## config.mk

```make
export PLATFORM = sky130hd
export DESIGN_NAME = plf_back
export DESIGN_NICKNAME = d
export VERILOG_FILES = /design/src/sv/plf_pkg.sv /design/src/sv/plf_back.sv
export SDC_FILE = /design/constraint.sdc
export NUM_CORES = 2
export LEC_CHECK = 0
export BUFFER_PORTS_ARGS = -buffer_cell sky130_fd_sc_hd__buf_2
export CAP_MARGIN = 20
export CORE_MARGIN = 2
export CORE_UTILIZATION = 40
export DETAILED_ROUTE_END_ITERATION = 6
export PLACE_DENSITY = 0.64
export SYNTH_ARGS = -nofsm -noshare
export SYNTH_HDL_FRONTEND = slang
export SYNTH_SLANG_ARGS = --single-unit
```

## constraint.sdc

```tcl
create_clock -name clock -period 12.61 [get_ports clock]
set_input_delay 3.783 -clock clock [delete_from_list [all_inputs] [get_ports clock]]
set_output_delay 3.783 -clock clock [all_outputs]
set_load 0.05 [all_outputs]
```

## src/sv/plf_pkg.sv

```systemverilog
package plf_pkg;

   // component and color widths
   localparam int unsigned CHAN_W   = 8;
   localparam int unsigned COLOR_W  = 3 * CHAN_W;
   localparam int unsigned INDEX_W  = 8;

   // depth of the queue between front and back
   localparam int unsigned QUEUE_DEPTH = 2;

   // blend weight that selects the target color alone
   localparam logic [CHAN_W-1:0] LEVEL_FULL = 8'hFF;

   // fixed ega component levels
   localparam logic [CHAN_W-1:0] EGA_OFF = 8'h00;
   localparam logic [CHAN_W-1:0] EGA_LOW = 8'h55;
   localparam logic [CHAN_W-1:0] EGA_MID = 8'hAA;
   localparam logic [CHAN_W-1:0] EGA_TOP = 8'hFF;

   // request action codes
   typedef enum logic [1:0] {
      ACT_VGA  = 2'd0,
      ACT_EGA  = 2'd1,
      ACT_FADE = 2'd2,
      ACT_READ = 2'd3
   } action_type;

   // work kinds handed to the back end
   typedef enum logic [1:0] {
      OP_WRITE = 2'd0,
      OP_FADE  = 2'd1,
      OP_READ  = 2'd2
   } op_kind_type;

   // back end sequencer states
   typedef enum logic [1:0] {
      BK_IDLE = 2'd0,
      BK_READ = 2'd1,
      BK_MULT = 2'd2,
      BK_DONE = 2'd3
   } back_state_type;

   // one classified item
   typedef struct packed {
      op_kind_type          kind;
      logic [INDEX_W-1:0]   index;
      logic                 idx_ok;
      logic [INDEX_W-1:0]   target;
      logic                 tgt_ok;
      logic [CHAN_W-1:0]    level;
      logic [COLOR_W-1:0]   color;
      logic                 last;
   } op_type;

   // the sixteen fixed ega colors, red in the top byte
   function automatic logic [COLOR_W-1:0] ega_color(input logic [3:0] code);
      logic [COLOR_W-1:0] rgb;
      case (code)
         4'd0:    rgb = {EGA_OFF, EGA_OFF, EGA_OFF};
         4'd1:    rgb = {EGA_OFF, EGA_OFF, EGA_MID};
         4'd2:    rgb = {EGA_OFF, EGA_MID, EGA_OFF};
         4'd3:    rgb = {EGA_OFF, EGA_MID, EGA_MID};
         4'd4:    rgb = {EGA_MID, EGA_OFF, EGA_OFF};
         4'd5:    rgb = {EGA_MID, EGA_OFF, EGA_MID};
         4'd6:    rgb = {EGA_MID, EGA_LOW, EGA_OFF};
         4'd7:    rgb = {EGA_MID, EGA_MID, EGA_MID};
         4'd8:    rgb = {EGA_LOW, EGA_LOW, EGA_LOW};
         4'd9:    rgb = {EGA_LOW, EGA_LOW, EGA_TOP};
         4'd10:   rgb = {EGA_LOW, EGA_TOP, EGA_LOW};
         4'd11:   rgb = {EGA_LOW, EGA_TOP, EGA_TOP};
         4'd12:   rgb = {EGA_TOP, EGA_LOW, EGA_LOW};
         4'd13:   rgb = {EGA_TOP, EGA_LOW, EGA_TOP};
         4'd14:   rgb = {EGA_TOP, EGA_TOP, EGA_LOW};
         4'd15:   rgb = {EGA_TOP, EGA_TOP, EGA_TOP};
         default: rgb = {EGA_OFF, EGA_OFF, EGA_OFF};
      endcase
      return rgb;
   endfunction

endpackage

```

## src/sv/plf_back.sv

```systemverilog
module plf_back
   import plf_pkg::*;
#(
   parameter int unsigned PALETTE_ENTRIES = 256
) (
   input  logic                               clock,
   input  logic                               reset,
   input  logic                               q_has_item,
   input  op_type                             q_head_op,
   output logic                               q_pop,
   output logic                               ram_we,
   output logic [$clog2(PALETTE_ENTRIES)-1:0] ram_waddr,
   output logic [COLOR_W-1:0]                 ram_wdata,
   output logic [$clog2(PALETTE_ENTRIES)-1:0] ram_raddr_a,
   output logic [$clog2(PALETTE_ENTRIES)-1:0] ram_raddr_b,
   input  logic [COLOR_W-1:0]                 ram_rdata_a,
   input  logic [COLOR_W-1:0]                 ram_rdata_b,
   output logic                               rsp_valid,
   input  logic                               rsp_ready,
   output logic [INDEX_W-1:0]                 rsp_out_index,
   output logic [CHAN_W-1:0]                  rsp_out_red,
   output logic [CHAN_W-1:0]                  rsp_out_green,
   output logic [CHAN_W-1:0]                  rsp_out_blue,
   output logic                               rsp_run_done
);

   localparam int unsigned ADDR_W = $clog2(PALETTE_ENTRIES);
   localparam int unsigned PROD_W = 2 * CHAN_W;

   back_state_type           state_ff;
   back_state_type           state_in;
   op_type                   op_ff;
   logic [PALETTE_ENTRIES-1:0] written_ff;
   logic                     base_ok_ff;
   logic                     tgt_ok_ff;
   logic [COLOR_W-1:0]       color_ff;
   logic [PROD_W-1:0]        prod_t_ff [3];
   logic [PROD_W-1:0]        prod_b_ff [3];
   logic                     rsp_valid_ff;
   logic                     rsp_valid_in;
   logic [INDEX_W-1:0]       rsp_index_ff;
   logic [COLOR_W-1:0]       rsp_color_ff;
   logic                     rsp_last_ff;
   logic                     load_rsp;
   logic [COLOR_W-1:0]       base_rgb;
   logic [COLOR_W-1:0]       tgt_rgb;
   logic [COLOR_W-1:0]       blend_rgb;
   logic [CHAN_W-1:0]        inv_level;
   logic [PROD_W:0]          blend_sum [3];
   logic [PROD_W:0]          blend_quo [3];

   // next state
   always_comb begin
      state_in = state_ff;
      case (state_ff)
         BK_IDLE: begin
            if (q_has_item) begin
               state_in = (q_head_op.kind == OP_WRITE) ? BK_DONE : BK_READ;
            end
         end
         BK_READ: state_in = (op_ff.kind == OP_FADE) ? BK_MULT : BK_DONE;
         BK_MULT: state_in = BK_DONE;
         BK_DONE: begin
            if (load_rsp) begin
               state_in = BK_IDLE;
            end
         end
         default: state_in = BK_IDLE;
      endcase
   end

   // sequencer outputs
   always_comb begin
      q_pop       = (state_ff == BK_IDLE) && q_has_item;
      ram_we      = q_pop && (q_head_op.kind == OP_WRITE) && q_head_op.idx_ok;
      ram_waddr   = q_head_op.index[ADDR_W-1:0];
      ram_wdata   = q_head_op.color;
      ram_raddr_a = q_head_op.index[ADDR_W-1:0];
      ram_raddr_b = q_head_op.target[ADDR_W-1:0];
      load_rsp    = (state_ff == BK_DONE) && (!rsp_valid_ff || rsp_ready);
   end

   // entries never written read as black
   assign base_rgb  = base_ok_ff ? ram_rdata_a : '0;
   assign tgt_rgb   = tgt_ok_ff ? ram_rdata_b : '0;
   assign inv_level = LEVEL_FULL - op_ff.level;

   // divide by 255: floor(x / 255) = (x + (x >> 8) + 1) >> 8 for x up to 255 * 255
   always_comb begin
      for (int c = 0; c < 3; c++) begin
         blend_sum[c] = {1'b0, prod_t_ff[c]} + {1'b0, prod_b_ff[c]};
         blend_quo[c] = blend_sum[c] + (PROD_W + 1)'(blend_sum[c][PROD_W-1:CHAN_W])
                        + (PROD_W + 1)'(1);
         blend_rgb[c*CHAN_W +: CHAN_W] = blend_quo[c][PROD_W-1:CHAN_W];
      end
   end

   // response register valid
   always_comb begin
      rsp_valid_in = rsp_valid_ff;
      if (load_rsp) begin
         rsp_valid_in = 1'b1;
      end else if (rsp_ready) begin
         rsp_valid_in = 1'b0;
      end
   end

   // control state
   always_ff @(posedge clock) begin
      if (reset) begin
         state_ff     <= BK_IDLE;
         written_ff   <= '0;
         rsp_valid_ff <= 1'b0;
      end else begin
         state_ff     <= state_in;
         rsp_valid_ff <= rsp_valid_in;
         if (ram_we) begin
            written_ff[q_head_op.index[ADDR_W-1:0]] <= 1'b1;
         end
      end
   end

   // datapath
   always_ff @(posedge clock) begin
      if (q_pop) begin
         op_ff      <= q_head_op;
         color_ff   <= q_head_op.color;
         base_ok_ff <= q_head_op.idx_ok && written_ff[q_head_op.index[ADDR_W-1:0]];
         tgt_ok_ff  <= q_head_op.tgt_ok && written_ff[q_head_op.target[ADDR_W-1:0]];
      end
      if (state_ff == BK_READ) begin
         if (op_ff.kind == OP_READ) begin
            color_ff <= base_rgb;
         end
         for (int c = 0; c < 3; c++) begin
            prod_t_ff[c] <= {{CHAN_W{1'b0}}, tgt_rgb[c*CHAN_W +: CHAN_W]}
                            * {{CHAN_W{1'b0}}, op_ff.level};
            prod_b_ff[c] <= {{CHAN_W{1'b0}}, base_rgb[c*CHAN_W +: CHAN_W]}
                            * {{CHAN_W{1'b0}}, inv_level};
         end
      end
      if (state_ff == BK_MULT) begin
         color_ff <= blend_rgb;
      end
      if (load_rsp) begin
         rsp_index_ff <= op_ff.index;
         rsp_color_ff <= color_ff;
         rsp_last_ff  <= op_ff.last;
      end
   end

   assign rsp_valid     = rsp_valid_ff;
   assign rsp_out_index = rsp_index_ff;
   assign rsp_out_red   = rsp_color_ff[2*CHAN_W +: CHAN_W];
   assign rsp_out_green = rsp_color_ff[CHAN_W +: CHAN_W];
   assign rsp_out_blue  = rsp_color_ff[0 +: CHAN_W];
   assign rsp_run_done  = rsp_last_ff;

endmodule

```

==> flow_summary.json <==
{
  "run_status": "complete, no violations",
  "p_per_area_nw_per_um2": 210,
  "grt_pass1_vias": 25000,
  "ant_nets": 0,
  "placed_area_um2": 35300,
  "switching_share": 0.427,
  "port_buffers": 188,
  "post_cts_resized": 0,
  "syn_inst": 3417,
  "drtPass1Iterations": 5,
  "switchingPower_uw": 3330,
  "ys_types": 66,
  "slowest_stage": "buf_4",
  "clkPwrFrac": 0.196,
  "power.leakage_uw": 0.0167,
  "tightest_slew_ns": 1.14,
  "drv_slew": 0,
  "synthTopCellsByArea": "dfxtp_1 17%, edfxtp_1 13%, fa_1 13%, mux4_2 11%, ha_1 11%",
  "track_usage": 0.198,
  "gp_congestion": 0.829,
  "via_per_inst": 5.49,
  "cts_setup_buffers": 0,
  "htreeDepth": 2,
  "pwr-share-comb": 0.557,
  "dp_hpwl_mm": 58.1,
  "postCtsHoldBufs": 0,
  "slowest_delay_ns": 0.61,
  "die_h_um": 294,
  "clock.fmax_mhz": 109,
  "antenna_found_initial": 8,
  "synth_most_common_cell": "nor2_1",
  "grt_max_degree": 129,
  "internal_power_uw": 4460,
  "row_count": 106,
  "clk_path_buf_depth": 3,
  "cts_num_sinks": 433,
  "core_area_um2": 83400,
  "overflow": 0,
  "first_iter_violations": 1836,
  "post-place-cells": 4487,
  "hp-class": "flop to flop",
  "setup_viol_count_final": 0,
  "crit_path_end_kind": "output pin",
  "cap_violations": 0,
  "ys_warn_count": 0,
  "rsz0062_at_grt": "false",
  "cts_buffers": 51,
  "synth_edf_count": 150,
  "routed_wl_mm": 85.0,
  "cts_tree": "built",
  "worst_setup_path_start_kind": "input port",
  "clock_latency_ns": 0.63,
  "ys_async_sr_fraction": 0,
  "final_core_util": 0.444,
  "fin_setup_tns_ns": 0,
  "initial_core_util": 0.403,
  "die_w_um": 294,
  "post_drt_wl_per_cell_um": 18.5,
  "crit_arrival_ns": 5.43,
  "ys_seq_area_frac": 0.303,
  "drive_above_1_share": 0.160,
  "dp_slack_ns": 3.31,
  "r2r_slack_ns": 6.73,
  "hold_viol_final": 0,
  "crit_type": "input port to output pin",
  "cts_root_buf": "clkbuf_16",
  "dieArea_um2": 86400,
  "maxSlewHeadroom": 0.238,
  "path_cells": "buf_2 > and2_2 > buf_4 > nand3_1 > buf_4 > inv_1 > buf_2",
  "ys_seq_elements": 433,
  "timing.final.ws_setup_ns": 3.40,
  "ir_drop_mv": 0.155,
  "worstPathRequired_ns": 8.83,
  "path_clk_slew_ns": 0.05,
  "drc_errors": 0,
  "vias": 25100,
  "synth_top_area_share": 0.169,
  "syn_avg_cell_area_um2": 9.84,
  "fin_nets": 4074,
  "stdcell_count": 4584,
  "num_io_pins": 189,
  "area_growth_pct": 10.2,
  "cp_num_buf_inv": 5,
  "synthFlopType": "dfxtp_1",
  "crit_family": "buffers and inverters",
  "grt_pass1_wl_mm": 136,
  "yosys.area.top_type": "dfxtp_1",
  "final_area_um2": 37000,
  "fin_crit_sh": 0.731,
  "syn_nets": 4028,
  "period_minus_slack_ns": 9.21,
  "ys_top_cells_by_count": "549 x nor2_1, 363 x inv_1, 328 x a21oi_1",
  "power_frac_seq": 0.247,
  "crit_path_max_fanout": 47,
  "skew_ns": 0.0438,
  "netlist_area_um2": 33600
}
worst paths after layout:
kind                                end  cells past startpoint                  from
max                              ram_we                      7            q_has_item
max reg2reg  prod_b_ff[0][15]$_DFFE_PP_                     17  base_ok_ff$_DFFE_PP_
min reg2reg  rsp_color_ff[13]$_DFFE_PP_                      0  color_ff[13]$_DFF_P_
min          rsp_color_ff[13]$_DFFE_PP_                      0  color_ff[13]$_DFF_P_
per-layer routing:
layer	routed length, µm	track usage	part of all wire	vias up
li1	-	-	-	11900
met1	37400	0.267	0.44	12400
met2	39400	0.327	0.46	785
met3	5760	0.0298	0.068	139
met4	2390	0.0579	0.028	8
met5	43	0	0.00051	-
flip-flops by register name (all words and copies together), names as in the netlist:
register       flops
base_ok_ff         1
color_ff          24
op_ff             19
prod_b_ff         48
prod_t_ff         48
rsp_color_ff      24
rsp_out_index      8
rsp_run_done       1
rsp_valid          1
state_ff           2
tgt_ok_ff          1
written_ff       256
cell type report:
cell class,instances,area (µm²)
Tap cell,1080,1350
Timing Repair Buffer,230,1280
Multi-Input combinational cell,2384,21100
Clock buffer,70,1450
Fill cell,7969,46400
Antenna cell,2,5.00
Clock inverter,22,298
Inverter,363,1360
Sequential cell,433,10200
cells in the final DEF, fill, tap and decap left out, types with 10 or more instances in the layout:
cell / n
a31oi_1: 19
or3_1: 10
or2_2: 34
mux4_2: 165
and3_1: 165
nor2b_1: 23
fa_1: 219
edfxtp_1: 150
ha_1: 285
clkbuf_16: 52
o21a_1: 20
nand2_1: 76
nor2_1: 549
dfxtp_1: 283
buf_2: 184
clkbuf_1: 10
a21o_1: 20
a211oi_1: 29
mux2_2: 23
a21boi_0: 11
nand2b_1: 22
nor3_1: 27
buf_4: 44
o2111ai_1: 16
nand3_1: 63
o21ai_0: 57
o211ai_1: 10
xor2_1: 21
a21oi_1: 328
inv_1: 363
xnor2_1: 93
cell families after synthesis:
logic type	after synthesis	synth area share
muxes	194	0.120
AOI/OAI and AO/OA	555	0.0974
xor gates and xnor gates	114	0.0297
buffers and inverters	600	0.0735
adders and majority gates	506	0.237
and+or+nand+nor	1015	0.139
DFF	433	0.303
power by group through the flow:
stage	Sequential, µW	Combinational, µW	Clock, µW
after floorplan	1970	3310	0
after global placement	1950	4250	0
after detailed placement	1950	4320	0
after CTS	1930	4360	1550
after global routing	1950	4970	1610
final	1920	4340	1530
per-stage QoR:
stage | total power, µW | hold WS (ns)
CTS | 7840 | 0.426
global placement | 6200 | 0.404
detailed placement | 6270 | 0.405
floorplan | 5280 | 0.400
global route | 8520 | 0.429
finish | 7790 | 0.424
Power figures use the tool's default switching activity.
