$ cat config.mk
export PLATFORM = sky130hd
export DESIGN_NAME = plf_front
export DESIGN_NICKNAME = d
export VERILOG_FILES = /design/src/sv/plf_pkg.sv /design/src/sv/plf_front.sv
export SDC_FILE = /design/constraint.sdc
export NUM_CORES = 1
export LEC_CHECK = 0
export BUFFER_PORTS_ARGS = -buffer_cell sky130_fd_sc_hd__clkbuf_2
export CORE_MARGIN = 3
export CORE_UTILIZATION = 27
export DETAILED_ROUTE_END_ITERATION = 16
export GPL_TIMING_DRIVEN = 0
export PLACE_DENSITY = 0.85
export SYNTH_ARGS = -nofsm -noshare
export SYNTH_HDL_FRONTEND = slang
export SYNTH_SLANG_ARGS = --single-unit
export TNS_END_PERCENT = 1
$ cat constraint.sdc
create_clock -name vclk -period 1.7
set_clock_uncertainty 0.2 [all_clocks]
set_input_delay 0.425 -clock vclk [all_inputs]
set_output_delay 0.425 -clock vclk [all_outputs]
set_load 0.02 [all_outputs]
$ cat src/sv/plf_pkg.sv
package plf_pkg;

   // component and color widths
   localparam int unsigned CHAN_W   = 8;
   localparam int unsigned COLOR_W  = 3 * CHAN_W;
   localparam int unsigned INDEX_W  = 8;

   // depth of the queue between front and back
   localparam int unsigned QUEUE_DEPTH = 2;

   // blend weight that selects the target color alone
   localparam logic [CHAN_W-1:0] LEVEL_FULL = 8'hFF;

   // fixed ega component levels
   localparam logic [CHAN_W-1:0] EGA_OFF = 8'h00;
   localparam logic [CHAN_W-1:0] EGA_LOW = 8'h55;
   localparam logic [CHAN_W-1:0] EGA_MID = 8'hAA;
   localparam logic [CHAN_W-1:0] EGA_TOP = 8'hFF;

   // request action codes
   typedef enum logic [1:0] {
      ACT_VGA  = 2'd0,
      ACT_EGA  = 2'd1,
      ACT_FADE = 2'd2,
      ACT_READ = 2'd3
   } action_type;

   // work kinds handed to the back end
   typedef enum logic [1:0] {
      OP_WRITE = 2'd0,
      OP_FADE  = 2'd1,
      OP_READ  = 2'd2
   } op_kind_type;

   // back end sequencer states
   typedef enum logic [1:0] {
      BK_IDLE = 2'd0,
      BK_READ = 2'd1,
      BK_MULT = 2'd2,
      BK_DONE = 2'd3
   } back_state_type;

   // one classified item
   typedef struct packed {
      op_kind_type          kind;
      logic [INDEX_W-1:0]   index;
      logic                 idx_ok;
      logic [INDEX_W-1:0]   target;
      logic                 tgt_ok;
      logic [CHAN_W-1:0]    level;
      logic [COLOR_W-1:0]   color;
      logic                 last;
   } op_type;

   // the sixteen fixed ega colors, red in the top byte
   function automatic logic [COLOR_W-1:0] ega_color(input logic [3:0] code);
      logic [COLOR_W-1:0] rgb;
      case (code)
         4'd0:    rgb = {EGA_OFF, EGA_OFF, EGA_OFF};
         4'd1:    rgb = {EGA_OFF, EGA_OFF, EGA_MID};
         4'd2:    rgb = {EGA_OFF, EGA_MID, EGA_OFF};
         4'd3:    rgb = {EGA_OFF, EGA_MID, EGA_MID};
         4'd4:    rgb = {EGA_MID, EGA_OFF, EGA_OFF};
         4'd5:    rgb = {EGA_MID, EGA_OFF, EGA_MID};
         4'd6:    rgb = {EGA_MID, EGA_LOW, EGA_OFF};
         4'd7:    rgb = {EGA_MID, EGA_MID, EGA_MID};
         4'd8:    rgb = {EGA_LOW, EGA_LOW, EGA_LOW};
         4'd9:    rgb = {EGA_LOW, EGA_LOW, EGA_TOP};
         4'd10:   rgb = {EGA_LOW, EGA_TOP, EGA_LOW};
         4'd11:   rgb = {EGA_LOW, EGA_TOP, EGA_TOP};
         4'd12:   rgb = {EGA_TOP, EGA_LOW, EGA_LOW};
         4'd13:   rgb = {EGA_TOP, EGA_LOW, EGA_TOP};
         4'd14:   rgb = {EGA_TOP, EGA_TOP, EGA_LOW};
         4'd15:   rgb = {EGA_TOP, EGA_TOP, EGA_TOP};
         default: rgb = {EGA_OFF, EGA_OFF, EGA_OFF};
      endcase
      return rgb;
   endfunction

endpackage

$ cat src/sv/plf_front.sv
module plf_front
   import plf_pkg::*;
#(
   parameter int unsigned PALETTE_ENTRIES = 256
) (
   input  logic [1:0]         req_action,
   input  logic [INDEX_W-1:0] req_entry_index,
   input  logic [5:0]         req_red_six,
   input  logic [5:0]         req_green_six,
   input  logic [5:0]         req_blue_six,
   input  logic [3:0]         req_ega_code,
   input  logic [INDEX_W-1:0] req_target_index,
   input  logic [CHAN_W-1:0]  req_fade_level,
   input  logic               req_last_of_range,
   output op_type             op
);

   action_type act;

   assign act = action_type'(req_action);

   // classify the item and work out the color a write stores
   always_comb begin
      op        = '0;
      op.index  = req_entry_index;
      op.idx_ok = {1'b0, req_entry_index} < (INDEX_W + 1)'(PALETTE_ENTRIES);
      op.target = req_target_index;
      op.tgt_ok = {1'b0, req_target_index} < (INDEX_W + 1)'(PALETTE_ENTRIES);
      op.level  = req_fade_level;
      op.last   = req_last_of_range;
      case (act)
         ACT_VGA: begin
            op.kind  = OP_WRITE;
            op.color = {req_red_six, 2'b00, req_green_six, 2'b00, req_blue_six, 2'b00};
         end
         ACT_EGA: begin
            op.kind  = OP_WRITE;
            op.color = ega_color(req_ega_code);
         end
         ACT_FADE: begin
            op.kind = OP_FADE;
         end
         default: begin
            op.kind = OP_READ;
         end
      endcase
   end

endmodule

==> run_results.csv, run 1 <==
group,metric,value,unit
power_and_ir_drop,powerDensity,314.6,nW/um^2
layout,fillers,145,
die,ios,102,
routing,routedWlPerCell,12.01,um
yosys,seq_area_frac_synth,0,
yosys,synth_top_family_by_area,"buffers and inverters",
global_route,track_usage,0.1433,
sta,drv_slew,0,
setup_path,crit_arrival,1.21,ns
place,portBuffers,75,
layout,fin_cells,187,
setup_path,crit_chain,"buf_8, nand3b_1, a211oi_2, buf_4",
die,die_w,50.33,um
routing,drc,0,
yosys,synth-simple-area-share,0.3208,
setup_path,crit_slowest_cell,"nand3b_1",
run_status,violations,"setup timing",
layout,register_area,0,sq um
routing,drtPass1Iterations,3,
yosys,synthAdderAreaFrac,0,
yosys,synth_area_leader_cell,"buf_4",
global_route,antenna_found_initial,0,
power_and_ir_drop,combPwrFrac,1.000,
layout,sequential_cell_total,0,
sta,max_freq,545.6,MHz
yosys,synth_area_leaders,"buf_4 41%, nand2b_1 15%, a21oi_1 12%, nor2_1 5.7%, o2bb2ai_1 5.0%",
layout,diodes,0,
routing,dr_total_vias,803,
place,gp_congestion,0.6779,
setup_path,setup.worst_path.end_class,"output pin",
power_and_ir_drop,clock_power_share,0,
clock_network,hold_buffers,0,
yosys,avgSynthCellArea,6.241,sq um
layout,nets,213,
place,dpl.hpwl,1.815,mm
sta,rsz0062_at_grt,"true",
yosys,yosysWarnings,0,
setup_path,crit_path_start_kind,"primary input",
flow_run,max_cap_violations,0,
power_and_ir_drop,pwr-share-seq,0,
global_route,first_global_vias,706,
run_status,status,"finished with violations",
yosys,synth-compound-area-share,0.2146,
routing,antenna_left,0,
setup_path,crit_fanout,4,
setup_path,max_stage_delay,0.26,ns
layout,clockBufferCount,0,
yosys,synthTopCellsByCount,"29 x buf_4, 13 x a21oi_1, 13 x nand2b_1",
setup_path,crit_type,"in -> out",
power_and_ir_drop,p_sw,192.9,uW
global_route,overflow,0,
sta,tns,-1.085,ns
yosys,synth_top_cell_area_share,0.4104,
yosys,netlist_area,530.5,sq um
place,placed_area,943.4,sq um
hold_path,min_path_type,"in -> out",
die,die-area,2533,sq um
global_route,grt_max_degree,11,
sta,finalCritPeriodShare,1.078,
routing,viasPerCell,4.294,
die,coreArea,1783,sq um
yosys,synth_mux_area_frac,0,
yosys,synthCells,85,
layout,drive_gt1_frac,0.8025,
place,place_inst,186,
setup_path,critical_path_required,1.07,ns
global_route,grt_pass1_wl,3.077,mm
yosys,yosysMostFrequentCell,"buf_4",
die,rows,15,
power_and_ir_drop,p_total,368.4,uW
layout,area_delta_synth_final,120.8,%
layout,final_area,1171,sq um
die,die_h,50.33,um
sta,hold_viol,0,
routing,drtIter0Drc,1,
hold_path,holdPathStages,2,
yosys,ys_types,17,
sta,hold_ws,0.8737,ns
sta,setup_viol,19,
routing,totalWireLength,2.246,mm
die,initial_core_util,0.2975,
power_and_ir_drop,peakVddDrop,0.1515,mV
sta,min_period,1.833,ns
power_and_ir_drop,p_int,175.5,uW
power_and_ir_drop,swShare,0.5235,
power_and_ir_drop,leakage,0.6592,nW
sta,finalWorstSetupSlack,-0.1327,ns
yosys,synth_xor_area_frac,0,
## routing by layer
layer | global-route usage | wire length (um)
met1 | 0.1738 | 804
met2 | 0.2717 | 1174
met3 | 0.02374 | 250
met4 | 0.008969 | 17
met5 | 0 | 0
## cell families (layout without fill, tap and decap cells)
family	Yosys count	after routing
simple gates	30	30
buf+inv	35	111
compound gates	19	19
other cells	1	2
## layout by cell type, fill, tap and decap left out, types with 2 or more instances in the layout
cell type,synthesis,routed
a21oi_2,0,9
buf_4,29,43
inv_1,3,3
a21oi_1,13,3
nand2b_1,13,11
conb_1,1,2
nand2b_4,0,2
o2bb2ai_1,3,2
a211oi_2,0,3
buf_8,0,4
clkbuf_2,0,52
nor2b_1,2,2
clkbuf_4,0,3
nor2_1,8,6
buf_6,0,5
## final cells by class
type / instances / area (sq um) / share of cell area
Multi-Input combinational cell: 51 / 401.6 / 0.3429
Timing Repair Buffer: 76 / 460.4 / 0.3932
Buffer: 32 / 266.5 / 0.2276
Inverter: 3 / 11.26 / 0.009615
Tap cell: 25 / 31.28 / 0.02671
## worst max-delay path, delay by kind of cell
kind	cells	cell delay, ns
AO/OA/AOI/OAI	1	0.26
buffers and inverters	2	0.26
AND/OR/NAND/NOR	1	0.26
## timing repair
action                     in CTS  in global routing
gates resized for setup        18                 63
setup endpoints to repair      22                 23
setup buffers                   1                  0
pin swaps                       3                  7
## power by group through the flow
stage	Sequential, mW	Clock, mW	Combinational [mW]
after floorplan	0	0	0.200
after global placement	0	0	0.299
after detailed placement	0	0	0.303
after CTS	0	0	0.323
after global routing	0	0	0.392
final	0	0	0.368
## metrics by stage
stage / util / setup WS [ns]
2_1_floorplan: - / -0.1421
3_3_place_gp: 0.5291 / -0.2160
3_5_place_dp: 0.5291 / -0.2281
4_1_cts: 0.5719 / -0.1547
5_1_grt: 0.6568 / -0.1993
6_report: 0.6568 / -0.1327
## worst paths after layout
path / from / endpoint / slack [ns]
worst min-delay path: req_fade_level[3] / op[28] / 0.87
worst max-delay path: req_ega_code[0] / op[11] / -0.13
No activity file was read; power rests on OpenSTA's default activity.
==> inputs of run 2 (changes only) <==
--- a/config.mk
+++ b/config.mk
@@ -5,12 +5,13 @@
 export SDC_FILE = /design/constraint.sdc
 export NUM_CORES = 1
 export LEC_CHECK = 0
+export ABC_AREA = 1
 export BUFFER_PORTS_ARGS = -buffer_cell sky130_fd_sc_hd__clkbuf_2
 export CORE_MARGIN = 3
 export CORE_UTILIZATION = 27
 export DETAILED_ROUTE_END_ITERATION = 16
 export GPL_TIMING_DRIVEN = 0
-export PLACE_DENSITY = 0.85
+export PLACE_DENSITY = 0.9
 export SYNTH_ARGS = -nofsm -noshare
 export SYNTH_HDL_FRONTEND = slang
 export SYNTH_SLANG_ARGS = --single-unit
==> constraint.sdc (replaced) <==
create_clock -name vclk -period 2.4
set_clock_uncertainty 0.2 [all_clocks]
set_input_delay 0.6 -clock vclk [all_inputs]
set_output_delay 0.6 -clock vclk [all_outputs]
set_load 0.02 [all_outputs]
==> run_results.csv, run 2 <==
group,metric,value,unit
sta,finalCritPeriodShare,0.9210,
layout,final_common_cell,"clkbuf_2",
setup_path,critical_path_required,1.60,ns
layout,area_delta_synth_final,83.73,%
routing,drtPass1Iterations,4,
routing,top_layer_used,"met4",
die,rows,14,
yosys,synth-simple-area-share,0.4488,
routing,routedLengthMet1,622,um
setup_path,crit_arrival,1.41,ns
routing,dr_total_vias,737,
yosys,synth_area_leader_cell,"buf_4",
layout,register_area,0,sq um
global_route,antenna_found_initial,0,
power_and_ir_drop,leakage,0.6796,nW
sta,hold_ws,1.225,ns
routing,drtIter0Drc,7,
place,gp_congestion,0.6313,
flow_run,max_cap_violations,0,
setup_path,crit_chain,"clkbuf_2, nor2_4, buf_6, nand2_1, nand2_1, clkbuf_2",
die,ios,102,
die,die_w,48.02,um
yosys,synthCells,88,
yosys,netlist_area,476.7,sq um
routing,antenna_left,0,
yosys,synth_top_family_by_area,"buffers and inverters",
sta,drv_slew,0,
die,initial_core_util,0.3024,
layout,sequential_cell_total,0,
setup_path,crit_slowest_cell,"nor2_4",
clock_network,hold_buffers,0,
yosys,synth_xor_area_frac,0,
routing,wl_met2,1.118,mm
layout,fillers,178,
yosys,synth_area_leaders,"buf_4 44%, nand2_1 31%, nor2_4 7.1%, inv_1 5.5%, buf_6 2.4%",
global_route,grt_max_degree,11,
clock_network,post-cts-setup-buffers,0,
setup_path,setup.worst_path.end_class,"output pin",
layout,diodes,0,
sta,tns,0,ns
layout,drive_gt1_frac,0.6829,
global_route,grt_pass1_wl,2.553,mm
power_and_ir_drop,powerDensity,237.3,nW/um^2
hold_path,min_path_type,"in -> out",
global_route,track_usage,0.1465,
yosys,yosysMostFrequentCell,"nand2_1",
yosys,synth_mux_area_frac,0,
place,preCtsSetupSlack,0.1801,ns
yosys,synth-compound-area-share,0,
layout,final_cell_mix,"75 x clkbuf_2, 40 x nand2_1, 28 x buf_4",
sta,setup_viol,0,
yosys,yosysWarnings,0,
sta,finalWorstSetupSlack,0.1896,ns
global_route,first_global_vias,618,
clock_network,cts_resized,0,
sta,max_freq,452.4,MHz
global_route,overflow,0,
routing,wl_met3,270,um
setup_path,path_buf_inv,3,
power_and_ir_drop,p_total,207.9,uW
setup_path,crit_fanout,10,
yosys,seq_area_frac_synth,0,
sta,hold_viol,0,
yosys,ys_types,11,
routing,routedWlPerCell,11.28,um
die,die-area,2306,sq um
yosys,synth_top_cell_area_share,0.4409,
setup_path,crit_path_start_kind,"primary input",
run_status,status,"complete, no violations",
layout,final_core_util,0.5556,
power_and_ir_drop,peakVddDrop,0.08785,mV
layout,nets,215,
die,die_h,48.02,um
sta,rsz0062_at_grt,"false",
sta,min_period,2.210,ns
place,dpl.hpwl,1.934,mm
routing,viasPerCell,4.094,
routing,totalWireLength,2.031,mm
setup_path,critPathTopFamily,"buffers and inverters",
routing,drc,0,
setup_path,max_stage_delay,0.23,ns
setup_path,crit_type,"in -> out",
place,portBuffers,75,
yosys,avgSynthCellArea,5.417,sq um
yosys,synthAdderAreaFrac,0,
yosys,synthTopCellsByCount,"40 x nand2_1, 28 x buf_4, 7 x inv_1",
die,coreArea,1577,sq um
layout,clockBufferCount,0,
run 2: logic make-up (layout without fill, tap and decap cells):
logic type             Yosys count  after routing
AND/OR/NAND/NOR                 48             48
buffers and inverters           39            114
other                            1              2
run 2: area by class of cell:
| class | count | area [sq um] | area share |
|---|---|---|---|
| well taps | 16 | 20.02 | 0.02286 |
| plain buffers | 29 | 221.5 | 0.2529 |
| inverters | 10 | 37.54 | 0.04286 |
| repair buffers | 75 | 375.4 | 0.4286 |
| multi-input cells | 50 | 221.5 | 0.2529 |
run 2: worst paths after layout:
kind	end	startpoint	slack (ns)	depth (start not counted)
max	op[13]	req_action[1]	0.19	6
min	op[35]	req_target_index[1]	1.22	2
run 2: stage by stage:
stage | area, sq um | instances
2_1_floorplan | 480.5 | 89
3_3_place_gp | 875.8 | 180
3_5_place_dp | 875.8 | 180
4_1_cts | 875.8 | 180
5_1_grt | 875.8 | 180
6_report | 875.8 | 180
run 2: where the power goes:
part           total, mW  internal [mW]  switching [mW]
logic              0.208         0.0857           0.122
clock network          0              0               0
registers              0              0               0
total              0.208         0.0857           0.122
run 2: metal layers:
metal	up-vias	GRT usage
li1	377	-
met1	307	0.1457
met2	51	0.3140
met3	2	0.01880
met4	0	0.02151
met5	-	0
