`config.mk`:
```
export PLATFORM = sky130hd
export DESIGN_NAME = plf_queue
export DESIGN_NICKNAME = d
export VERILOG_FILES = /design/src/sv/plf_pkg.sv /design/src/sv/plf_queue.sv
export SDC_FILE = /design/constraint.sdc
export NUM_CORES = 1
export LEC_CHECK = 0
export BUFFER_PORTS_ARGS = -buffer_cell sky130_fd_sc_hd__buf_2
export CORE_ASPECT_RATIO = 1.4
export CORE_UTILIZATION = 25
export CTS_BUF_LIST = sky130_fd_sc_hd__clkbuf_8
export DETAILED_ROUTE_END_ITERATION = 7
export GPL_TIMING_DRIVEN = 0
export PLACE_DENSITY = 0.52
export SYNTH_ARGS = -nofsm -noshare
export SYNTH_HDL_FRONTEND = slang
export SYNTH_SLANG_ARGS = --single-unit
```
`constraint.sdc`:
```
create_clock -name clock -period 3.5 [get_ports clock]
set_input_delay 0.7 -clock clock [delete_from_list [all_inputs] [get_ports clock]]
set_output_delay 0.7 -clock clock [all_outputs]
set_load 0.01 [all_outputs]
```
`src/sv/plf_pkg.sv`:
```
package plf_pkg;

   // component and color widths
   localparam int unsigned CHAN_W   = 8;
   localparam int unsigned COLOR_W  = 3 * CHAN_W;
   localparam int unsigned INDEX_W  = 8;

   // depth of the queue between front and back
   localparam int unsigned QUEUE_DEPTH = 2;

   // blend weight that selects the target color alone
   localparam logic [CHAN_W-1:0] LEVEL_FULL = 8'hFF;

   // fixed ega component levels
   localparam logic [CHAN_W-1:0] EGA_OFF = 8'h00;
   localparam logic [CHAN_W-1:0] EGA_LOW = 8'h55;
   localparam logic [CHAN_W-1:0] EGA_MID = 8'hAA;
   localparam logic [CHAN_W-1:0] EGA_TOP = 8'hFF;

   // request action codes
   typedef enum logic [1:0] {
      ACT_VGA  = 2'd0,
      ACT_EGA  = 2'd1,
      ACT_FADE = 2'd2,
      ACT_READ = 2'd3
   } action_type;

   // work kinds handed to the back end
   typedef enum logic [1:0] {
      OP_WRITE = 2'd0,
      OP_FADE  = 2'd1,
      OP_READ  = 2'd2
   } op_kind_type;

   // back end sequencer states
   typedef enum logic [1:0] {
      BK_IDLE = 2'd0,
      BK_READ = 2'd1,
      BK_MULT = 2'd2,
      BK_DONE = 2'd3
   } back_state_type;

   // one classified item
   typedef struct packed {
      op_kind_type          kind;
      logic [INDEX_W-1:0]   index;
      logic                 idx_ok;
      logic [INDEX_W-1:0]   target;
      logic                 tgt_ok;
      logic [CHAN_W-1:0]    level;
      logic [COLOR_W-1:0]   color;
      logic                 last;
   } op_type;

   // the sixteen fixed ega colors, red in the top byte
   function automatic logic [COLOR_W-1:0] ega_color(input logic [3:0] code);
      logic [COLOR_W-1:0] rgb;
      case (code)
         4'd0:    rgb = {EGA_OFF, EGA_OFF, EGA_OFF};
         4'd1:    rgb = {EGA_OFF, EGA_OFF, EGA_MID};
         4'd2:    rgb = {EGA_OFF, EGA_MID, EGA_OFF};
         4'd3:    rgb = {EGA_OFF, EGA_MID, EGA_MID};
         4'd4:    rgb = {EGA_MID, EGA_OFF, EGA_OFF};
         4'd5:    rgb = {EGA_MID, EGA_OFF, EGA_MID};
         4'd6:    rgb = {EGA_MID, EGA_LOW, EGA_OFF};
         4'd7:    rgb = {EGA_MID, EGA_MID, EGA_MID};
         4'd8:    rgb = {EGA_LOW, EGA_LOW, EGA_LOW};
         4'd9:    rgb = {EGA_LOW, EGA_LOW, EGA_TOP};
         4'd10:   rgb = {EGA_LOW, EGA_TOP, EGA_LOW};
         4'd11:   rgb = {EGA_LOW, EGA_TOP, EGA_TOP};
         4'd12:   rgb = {EGA_TOP, EGA_LOW, EGA_LOW};
         4'd13:   rgb = {EGA_TOP, EGA_LOW, EGA_TOP};
         4'd14:   rgb = {EGA_TOP, EGA_TOP, EGA_LOW};
         4'd15:   rgb = {EGA_TOP, EGA_TOP, EGA_TOP};
         default: rgb = {EGA_OFF, EGA_OFF, EGA_OFF};
      endcase
      return rgb;
   endfunction

endpackage

```
`src/sv/plf_queue.sv`:
```
module plf_queue
   import plf_pkg::*;
(
   input  logic   clock,
   input  logic   reset,
   input  logic   push,
   input  op_type push_op,
   output logic   has_room,
   input  logic   pop,
   output logic   has_item,
   output op_type head_op
);

   localparam int unsigned PTR_W = $clog2(QUEUE_DEPTH);
   localparam int unsigned CNT_W = $clog2(QUEUE_DEPTH + 1);

   op_type           slot_ff [QUEUE_DEPTH];
   logic [PTR_W-1:0] wr_ptr_ff;
   logic [PTR_W-1:0] rd_ptr_ff;
   logic [CNT_W-1:0] count_ff;
   logic [CNT_W-1:0] count_in;

   assign has_room = count_ff != CNT_W'(QUEUE_DEPTH);
   assign has_item = count_ff != '0;
   assign head_op  = slot_ff[rd_ptr_ff];

   // occupancy follows push and pop
   always_comb begin
      count_in = count_ff;
      if (push && !pop) begin
         count_in = count_ff + CNT_W'(1);
      end else if (pop && !push) begin
         count_in = count_ff - CNT_W'(1);
      end
   end

   // pointers wrap at the queue depth
   always_ff @(posedge clock) begin
      if (reset) begin
         wr_ptr_ff <= '0;
         rd_ptr_ff <= '0;
         count_ff  <= '0;
      end else begin
         count_ff <= count_in;
         if (push) begin
            wr_ptr_ff <= (wr_ptr_ff == PTR_W'(QUEUE_DEPTH - 1)) ? '0 : wr_ptr_ff + PTR_W'(1);
         end
         if (pop) begin
            rd_ptr_ff <= (rd_ptr_ff == PTR_W'(QUEUE_DEPTH - 1)) ? '0 : rd_ptr_ff + PTR_W'(1);
         end
      end
   end

   // item slots
   always_ff @(posedge clock) begin
      if (push) begin
         slot_ff[wr_ptr_ff] <= push_op;
      end
   end

endmodule

```
==> summary.txt, run 1 <==
Outcome
  – Run status: completed

Cells and area
  – Nets: about 370
  – Ant diodes: 0
  – Share of cells above drive strength 1: 0.428
  – Area growth syn-to-layout: 26.9%
  – Post-layout util: 0.328
  – Design area: 5140 µm²

Clocking
  – Post-CTS Setup Repair Bufs: 0
  – Max clock buf depth: 2
  – Clk sink count: roughly 110
  – Post_cts resized: 0
  – CTS Hold Bufs: 0
  – CTS H-Tree Depth: 3
  – CTS tree: built
  – Worst-path clk slew: approximately 110 ps
  – Worst-Skew Late Latency: between 300 and 400 ps
  – CTS Buf Count: 9
  – Clk Tree Root Cell: clkbuf_8

Worst setup path
  – Type of the worst setup path: flip-flop to primary output
  – CP max stage delay: ~340 ps
  – Slack of the worst reg-to-reg path: approximately 1900 ps
  – CP cell instances: buf_2 > buf_6 > mux2_1 > buf_2
  – CP max-delay cell: mux2_1
  – Req. time, crit path: between 2000 and 3000 ps
  – Worst Path Arrival: 1640 ps
  – CP endpoint kind: primary output
  – Worst R2R Start: wr_ptr_ff
  – Reg2reg path depth: 3
  – Reg2reg end: slot_ff[1][39]
  – CP dominant cell by count: buf_2
  – Crit-path max FO: 10
  – Setup crit start kind: flip-flop

Synth
  – Synthesized area per cell: around 22 µm²
  – Post-Syn Area: between 4000 and 5000 µm²
  – Ys Warns: 0
  – Seq/Total Area, Yosys: 0.811
  – Syn_nets: about 250
  – Flops & latches, synth: about 110
  – Synth Instances: 187
  – Library cells used by synthesis: 17

Power
  – Sw Pwr: slightly above 600 µW
  – Peak supply drop: 0.182 mV
  – Sw frac: 0.237
  – Leakage Power: approximately 1.9 nW
  – Clock power share: 0.260
  – Sequential Power Share: 0.610
  – Pwr Density: between 400 and 500 nW/µm²
  – Logic pwr share: 0.130
  – Cell Int Power: 1.96 mW

Drt
  – Via count: 2079
  – WL final: between 7000 and 8000 µm
  – DR WL/cell: between 10 and 15 µm
  – Iteration-0 DRC count of the detailed router: 59
  – Drt first pass iters: 4
  – Via/cell ratio: 4.04
  – Detail Route Antenna Nets: 0
  – Total DRC errors in the routed layout: 0

Floorplan
  – Row count: 54
  – Core region area: 15700 µm²
  – Initial Util: 0.258
  – Die Ht: roughly 150 µm
  – Die W: between 100 and 150 µm
  – # IOs: 112
  – DIE AREA: between 15000 and 20000 µm²

Worst hold path
  – Hold EP: slot_ff[0][1]
  – Hold Startpoint: push_op[1]
  – Hold Path Depth: 1
  – Hold crit path type: input pin to flip-flop

Timing
  – Period utilisation layout: 0.667
  – Max-slew headroom: 0.617
  – Worst Tran Pin Value: 573 ps
  – Hold_ws: 514 ps
  – Final setup viols: 0
  – Final slew viol count: 0
  – Clk_skew: between 10 and 15 ps
  – Post-layout minimum cycle time: 2340 ps
  – Final hold vios: 0
  – Max Freq: roughly 430 MHz
  – RSZ-0062 raised after global routing: false

Placed design
  – PortBufs: between 100 and 150
  – Placed inst area: between 4000 and 5000 µm²
  – Final weighted congestion in routability-driven placement: ~0.66
  – DP Wirelength: about 5300 µm

Global route
  – Largest net degree at the start of global routing: 21
  – Number of global-route vias before repair: approximately 2300
  – GR Overflow Total: 0
  – GRT Overall Usage: 0.0953
  – First-pass GRT wire length: between 10000 and 15000 µm
  – Initial antenna violation count: 0

Run
  – Max-Cap Viols: 0
-- routing by layer --
metal  up-vias  GRT usage  wire length [µm]
li1        978          -                 -
met1      1033      0.103              3010
met2        63      0.166              4040
met3         5     0.0329               399
met4         0     0.0400                88
met5         -          0                 0
-- flip-flops by register name, indices dropped and copies added (netlist names), named ones only --
signal	count
rd_ptr_ff	1
count_ff	2
slot_ff	106
wr_ptr_ff	1
-- synth_stat cells --
cell | instances | area, µm²
dfxtp_1 | 5 | 100
nor2b_1 | 1 | 6.26
o21ai_0 | 1 | 5.00
xnor2_1 | 2 | 17.5
buf_6 | 5 | 56.3
mux2_1 | 53 | 597
or3_1 | 1 | 6.26
edfxtp_1 | 106 | 3180
inv_1 | 1 | 3.75
or2_1 | 1 | 6.26
nand2b_1 | 1 | 6.26
a21oi_1 | 1 | 5.00
ha_1 | 1 | 12.5
nor2_1 | 4 | 15.0
and2_1 | 1 | 6.26
buf_2 | 1 | 5.00
xor2_1 | 2 | 17.5
-- how the worst max path moves through the flow --
stage / from / end / slack (ps) / depth (start not counted)
5_1_grt: flip-flop / head_op[17] / 990 / 4
6_report: flip-flop / head_op[29] / 1160 / 4
2_1_floorplan: push / slot_ff[0][0] / 970 / 1
3_3_place_gp: push / slot_ff[0][51] / -60 / 2
3_5_place_dp: push / slot_ff[0][46] / 1380 / 4
4_1_cts: flip-flop / head_op[41] / 1070 / 4
-- area by class of cell --
cell class | count | area [µm²]
clock buffers | 9 | 124
clock inverters | 7 | 43.8
repair buffers | 115 | 666
fillers | 1559 | 10500
well taps | 196 | 245
inverters | 1 | 3.75
multi-input cells | 69 | 709
flip-flops and latches | 111 | 3280
plain buffers | 6 | 61.3
-- layout by cell type (no fill, tap or decap), drive strengths merged --
master and count:
a21oi 1, and2 1, buf 121, clkbuf 9, clkinv 2, clkinvlp 2, dfxtp 5, edfxtp 106
ha 1, inv 4, mux2 53, nand2b 1, nor2 4, nor2b 1, o21ai 1, or2 1
or3 1, xnor2 2, xor2 2
-- worst max-delay path, delay by kind of cell (launching register included) --
family	cells	cell delay, ps
DFF	1	310
buffers and inverters	3	610
muxes	1	340
-- power groups by stage --
stage	Combinational [mW]	Sequential [mW]	Clock, mW
after floorplan	0.175	1.59	0
after global routing	0.367	1.57	0.770
after CTS	0.346	1.56	0.718
after global placement	0.313	1.60	0
after detailed placement	0.344	1.60	0
final	0.333	1.56	0.667
-- stage by stage --
stage / TNS (ps) / setup slack, ps / instances / total power, mW
3_5_place_dp: 0 / 1380 / 498 / 1.94
3_3_place_gp: -2850 / -56.3 / 494 / 1.91
5_1_grt: 0 / 990 / 514 / 2.71
4_1_cts: 0 / 1070 / 514 / 2.63
6_report: 0 / 1160 / 514 / 2.56
2_1_floorplan: 0 / 975 / 187 / 1.77
-- cell families after synthesis --
group	share of synthesized area
xor+xnor	0.00865
mux	0.147
simple gates	0.0114
compound gates	0.00247
fa+ha+maj	0.00309
flops	0.811
buf+inv	0.0161
(Power assumes the default switching activity.)
==> inputs of run 2 (changes only) <==
- clock period: 3.5 -> 1.9 ns (I/O delays scaled with it)
==> run 2 against run 1 <==
Against the previous run: critical path type unchanged; cell count decreased by 0.19%; register-to-register slack got worse by 1600 ps; clock-buffer cell count unchanged.
==> summary.txt, run 2 (synthesis results as in run 1) <==
Run
  – Max-Cap Viols: 0

Floorplan
  – Core region area: around 16000 µm²
  – Row count: 54
  – # IOs: between 100 and 150
  – DIE AREA: around 17000 µm²
  – Die Ht: 153 µm
  – Initial Util: 0.258
  – Die W: 110 µm

Cells and area
  – Nets: 370
  – Leading cell type in the layout, fill and taps excluded: edfxtp_1
  – Largest register FFs: ~110
  – Share of cells above drive strength 1: 0.539
  – Regs by FF count: slot_ff x106, count_ff x2
  – Final std cells w/o fill: a little over 500
  – Most frequent cells in the layout: 106 x edfxtp_1, 86 x buf_2, 35 x mux2_4, 25 x buf_6, 18 x mux2_1
  – Ant diodes: 0
  – Area growth syn-to-layout: 34.6%
  – Top reg by flops: slot_ff
  – Fill cell count: approximately 1500

Clocking
  – CTS Hold Bufs: 0
  – CTS H-Tree Depth: 3
  – Worst-path clk slew: about 110 ps
  – Max clock buf depth: 2
  – Clk Tree Root Cell: clkbuf_8
  – CTS Buf Count: 9
  – Worst-Skew Late Latency: 360 ps
  – Clk sink count: between 100 and 150
  – CTS tree: built

Worst setup path
  – Req. time, crit path: 1520 ps
  – Worst R2R Start: wr_ptr_ff
  – Crit-path max FO: 10
  – CP endpoint kind: primary output
  – Slack of the worst reg-to-reg path: 260 ps
  – Worst Path Arrival: approximately 1500 ps
  – Setup crit start kind: flip-flop
  – Reg2reg end: slot_ff[0][33]
  – Type of the worst setup path: flip-flop to primary output
  – Reg2reg path depth: 2

Placed design
  – Placed cells: roughly 500
  – PortBufs: about 110
  – DP Worst Slack: -168 ps
  – Final weighted congestion in routability-driven placement: about 0.59
  – DP Wirelength: approximately 5000 µm

Outcome
  – Run status: completed

Global route
  – Largest net degree at the start of global routing: 54
  – GRT Overall Usage: 0.0933
  – First-pass GRT wire length: 11400 µm
  – GR Overflow Total: 0
  – Initial antenna violation count: 0
  – Number of global-route vias before repair: 2351

Drt
  – Total DRC errors in the routed layout: 0
  – Drt first pass iters: 4
  – Detail Route Antenna Nets: 0
  – Via/cell ratio: roughly 4.0
  – Iteration-0 DRC count of the detailed router: between 50 and 60
  – DR WL/cell: ~15 µm
  – WL final: ~7600 µm
  – Via count: 2062

Timing
  – Total negative slack: 0 ps
  – Clk_skew: approximately 7.9 ps
  – Final worst slack: 36.6 ps
  – RSZ-0062 raised after global routing: true
  – Final slew viol count: 0
  – Period utilisation layout: 0.981
  – Max Freq: ~540 MHz
  – Max-slew headroom: 0.440
  – Hold_ws: between 150 and 200 ps
  – Worst Tran Pin Value: roughly 840 ps
  – Final hold vios: 0
  – Post-layout minimum cycle time: 1860 ps
  – Final setup viols: 0

Power
  – Pwr Density: a little over 900 nW/µm²
  – Logic pwr share: 0.157
  – Sw Pwr: 1.16 mW
  – Cell Int Power: approximately 3.9 mW
  – Clock power share: 0.271
  – Power Total: approximately 5.1 mW
  – Sequential Power Share: 0.572
  – Sw frac: 0.230
  – Peak supply drop: roughly 0.38 mV
  – Leakage Power: around 2.1 nW

Worst hold path
  – Hold crit path type: input pin to flip-flop
  – Hold EP: slot_ff[1][2]
  – Hold Path Depth: 1
  – Hold Startpoint: push_op[2]
## run 2: cell types whose count changed in the layout (fill, tap and decap cells not counted), sizes merged
cell / previous run / this run
buf: 121 / 120
bufinv: 0 / 1
clkinv: 2 / 1
## run 2: cell type report
| type | instances | area, µm² | share of cell area |
|---|---|---|---|
| buffer | 6 | 120 | 0.0220 |
| clock inverter | 7 | 65.1 | 0.0119 |
| timing repair buffer | 114 | 767 | 0.141 |
| multi-input combinational | 69 | 842 | 0.154 |
| tap | 196 | 245 | 0.0450 |
| sequential | 111 | 3280 | 0.602 |
| clock buffer | 9 | 124 | 0.0227 |
| inverter | 1 | 3.75 | 0.000689 |
## run 2: power groups by stage
stage / Sequential (mW) / Clock [mW] / Combinational (mW)
2_1_floorplan: 2.93 / 0 / 0.323
3_3_place_gp: 2.94 / 0 / 0.577
3_5_place_dp: 2.94 / 0 / 0.597
4_1_cts: 2.89 / 1.45 / 0.654
5_1_grt: 2.90 / 1.52 / 0.857
6_report: 2.89 / 1.37 / 0.795
## run 2: how the worst max path moves through the flow
stage               endpoint  depth (start not counted)  slack [ps]       from
3_5_place_dp   slot_ff[1][6]                          2        -170       push
3_3_place_gp   slot_ff[0][6]                          2        -350       push
5_1_grt           head_op[5]                          4         -40  flip-flop
2_1_floorplan  slot_ff[0][0]                          1         280       push
6_report         head_op[41]                          4          40  flip-flop
4_1_cts          head_op[46]                          4         -30  flip-flop
## run 2: worst max-delay path, stage by stage, from the launching register on
cell and delay [ps]:
dfxtp_2 350, buf_12 160, buf_12 160, mux2_1 320, buf_2 140
## run 2: through the flow
stage                util  instance area, µm²
finish              0.348                5450
global route        0.348                5450
detailed placement  0.311                4880
floorplan               -                4060
CTS                 0.330                5170
global placement    0.310                4860
## run 2: what timing repair did
action / CTS / global route
gates cloned: 1 / 0
endpoints found under the setup margin: 106 / 43
pin swaps: 0 / 0
resized for setup: 19 / 58
buffers inserted: 1 / 0
## run 2: metal layers
metal	vias up	GRT usage	part of all wire
met5	-	0	0
met4	0	0.0381	0.015
met3	9	0.0282	0.055
met2	63	0.177	0.56
met1	1016	0.0906	0.37
li1	974	-	-
==> inputs of run 3 (changes only) <==
- ABC_AREA: unset -> 1
- CORE_UTILIZATION: 25 -> 45
- PLACE_DENSITY: 0.52 -> 0.78
==> run 3 against run 2 <==
Against the previous run: sequential share of layout area grew 2.1 points; via count increased by 3.2%; global-route usage rose by 4.9 points; cell count is 15% lower; register-to-register slack about the same; fmax is 0.49% higher; combinational power decreased by 12%; non-clock buffer count is the same; synthesized area grew 6.3%; largest power group unchanged.
==> summary.txt, run 3 <==
Power
  – Sw Pwr: ~1.1 mW
  – Clock power share: 0.285
  – Cell Int Power: between 3 and 4 mW
  – Leakage Power: approximately 2.1 nW
  – Logic pwr share: 0.140
  – Sequential Power Share: 0.575
  – Peak supply drop: ~0.62 mV
  – Sw frac: 0.230
  – Pwr Density: 944 nW/µm²

Clocking
  – CTS H-Tree Depth: 3
  – Worst-Skew Late Latency: 370 ps
  – Max clock buf depth: 2
  – CTS Hold Bufs: 0
  – CTS tree: built
  – Worst-path clk slew: approximately 100 ps
  – Clk Tree Root Cell: clkbuf_8
  – Clk sink count: between 100 and 150
  – CTS Buf Count: 9

Timing
  – Worst Tran Pin Value: ~900 ps
  – Hold_ws: between 150 and 200 ps
  – Final setup viols: 0
  – Final slew viol count: 0
  – Final worst slack: between 40 and 50 ps
  – Post-layout minimum cycle time: roughly 1900 ps
  – Final hold vios: 0
  – Period utilisation layout: 0.976
  – Clk_skew: 6.43 ps
  – Max-slew headroom: 0.415
  – RSZ-0062 raised after global routing: true
  – Total negative slack: 0 ps
  – Max Freq: between 500 and 600 MHz

Worst setup path
  – Type of the worst setup path: flip-flop to primary output
  – Worst Path Arrival: around 1500 ps
  – Req. time, crit path: 1520 ps
  – CP endpoint kind: primary output
  – Crit-path max FO: 10
  – Setup crit start kind: flip-flop

Global route
  – Met2 GRT Util: 0.254
  – GRT Overall Usage: 0.143
  – Top Usage Layer GRT: met2
  – Initial antenna violation count: 0
  – GR Overflow Total: 0
  – GRT met3 Usage: 0.0266
  – Largest net degree at the start of global routing: 31
  – Number of global-route vias before repair: between 2000 and 2500
  – First-pass GRT wire length: ~11000 µm
  – Met1 Usage GRT: 0.148

Synth
  – Dominant synthesized flop cell: edfxtp_1
  – Syn_nets: 256
  – Library cells used by synthesis: 16
  – Area contributors post-synth: edfxtp_1 74%, mux2_4 17%, buf_12 2.3%, dfxtp_1 2.3%, inv_1 0.78%
  – Flops & latches, synth: approximately 110
  – Post-synth EDFFs: between 100 and 150
  – Synthesized area per cell: between 20 and 25 µm²
  – Ys Warns: 0
  – Post-Syn Area: between 4000 and 5000 µm²
  – Seq/Total Area, Yosys: 0.763
  – Synth Instances: just under 200
  – Post-synth ARST share: 0
  – Post-synth top area cell: edfxtp_1
  – Post-synth top cells: 106 x edfxtp_1, 50 x mux2_4, 9 x inv_1
  – Most common cell in the netlist: edfxtp_1
  – Synth top area share: 0.739

Floorplan
  – Die W: 84.7 µm
  – Core region area: 9130 µm²
  – Die Ht: 118 µm
  – Row count: between 40 and 50
  – Initial Util: 0.471
  – # IOs: 112
  – DIE AREA: about 10000 µm²

Drt
  – WL final: roughly 6700 µm
  – Drt first pass iters: 6
  – Via count: 2127
  – Detail Route Antenna Nets: 0
  – DR WL/cell: 15.5 µm
  – Total DRC errors in the routed layout: 0
  – Via/cell ratio: approximately 5
  – Iteration-0 DRC count of the detailed router: 88

Cells and area
  – Design area: approximately 5300 µm²
  – Most frequent cells in the layout: 111 x buf_2, 106 x edfxtp_1, 50 x mux2_4, 9 x clkbuf_8
  – Leading cell type in the layout, fill and taps excluded: buf_2
  – Regs by FF count: slot_ff x106, count_ff x2
  – Top reg by flops: slot_ff
  – Area growth syn-to-layout: 22.3%
  – Share of cells above drive strength 1: 0.585
  – Fill cell count: a little over 700
  – Ant diodes: 0
  – Largest register FFs: approximately 110
  – Nets: 381

Outcome
  – Run status: completed

Placed design
  – DP Worst Slack: ~23 ps
  – PortBufs: 111
  – Placed inst area: ~5000 µm²
  – DP Wirelength: ~4700 µm
  – Final weighted congestion in routability-driven placement: between 0.6 and 0.7

Run
  – Max-Cap Viols: 0

Worst hold path
  – Hold crit path type: input pin to flip-flop
==> run 3: changes by cell type in the layout (fill, tap and decap cells not counted), sizes merged <==
cell and change:
xnor2 -1, xor2 -2, inv +8, nand2 +7
and2 -1, nand2b -1, nand3 +1, nand4 +1
or2 -1, nor2b -1, or3 -1, nor3 +1
nor2 +1
==> run 3: final cells by class <==
cell class | instances | area [µm²] | share of cell area
clock inverters | 7 | 80.1 | 0.0152
well taps | 107 | 134 | 0.0254
inverters | 9 | 33.8 | 0.00642
plain buffers | 6 | 120 | 0.0228
flip-flops and latches | 111 | 3280 | 0.624
clock buffers | 9 | 124 | 0.0235
repair buffers | 114 | 603 | 0.115
multi-input cells | 72 | 885 | 0.168
==> run 3: power by group through the flow <==
stage / combinational (mW) / sequential, mW / clock (mW)
detailed placement: 0.699 / 2.92 / 0
global placement: 0.670 / 2.91 / 0
global route: 0.749 / 2.87 / 1.55
CTS: 0.705 / 2.86 / 1.46
floorplan: 0.446 / 2.91 / 0
finish: 0.697 / 2.86 / 1.41
==> run 3: stage by stage <==
stage,power (mW),cells,util
after detailed placement,3.62,418,0.552
after floorplan,3.36,198,-
after CTS,5.03,435,0.576
after global routing,5.17,435,0.576
final,4.97,435,0.576
after global placement,3.58,416,0.548
==> run 3: metal layers <==
| layer | part of all wire | vias to the layer above |
|---|---|---|
| met1 | 0.39 | 1038 |
| met2 | 0.54 | 66 |
| met5 | 0 | - |
| met3 | 0.033 | 18 |
| li1 | - | 1005 |
| met4 | 0.040 | 0 |
==> run 3: cells by family (layout without fill, tap and decap cells) <==
family	after synthesis	count (layout)	share of synthesized area
adders and majority gates	1	1	0.00291
buffers and inverters	15	145	0.0337
DFF	111	111	0.763
xor gates and xnor gates	1	1	0.00203
AOI/OAI and AO/OA	2	2	0.00232
and+or+nand+nor	15	15	0.0142
muxes	53	53	0.182
==> run 3: what timing repair did <==
| item | in CTS | in global routing |
|---|---|---|
| gates resized for setup | 2 | 1 |
| hold endpoints to repair | 0 | 0 |
| endpoints found under the setup margin | 50 | 26 |
| setup buffers | 1 | 0 |
==> run 3: path summary, 6_finish.rpt <==
check                                 endpoint         from  depth (start not counted)  slack, ps
worst max register to register  slot_ff[0][19]    wr_ptr_ff                          2        270
worst max-delay path               head_op[19]    flip-flop                          4         50
worst min register to register       flip-flop    rd_ptr_ff                          2        530
worst min-delay path            slot_ff[1][48]  push_op[48]                          1        190
==> run 3: critical path, stage by stage, from the launching register on <==
cell and delay [ps]:
dfxtp_2 350, buf_12 140, buf_12 150, mux2_4 310
buf_2 140
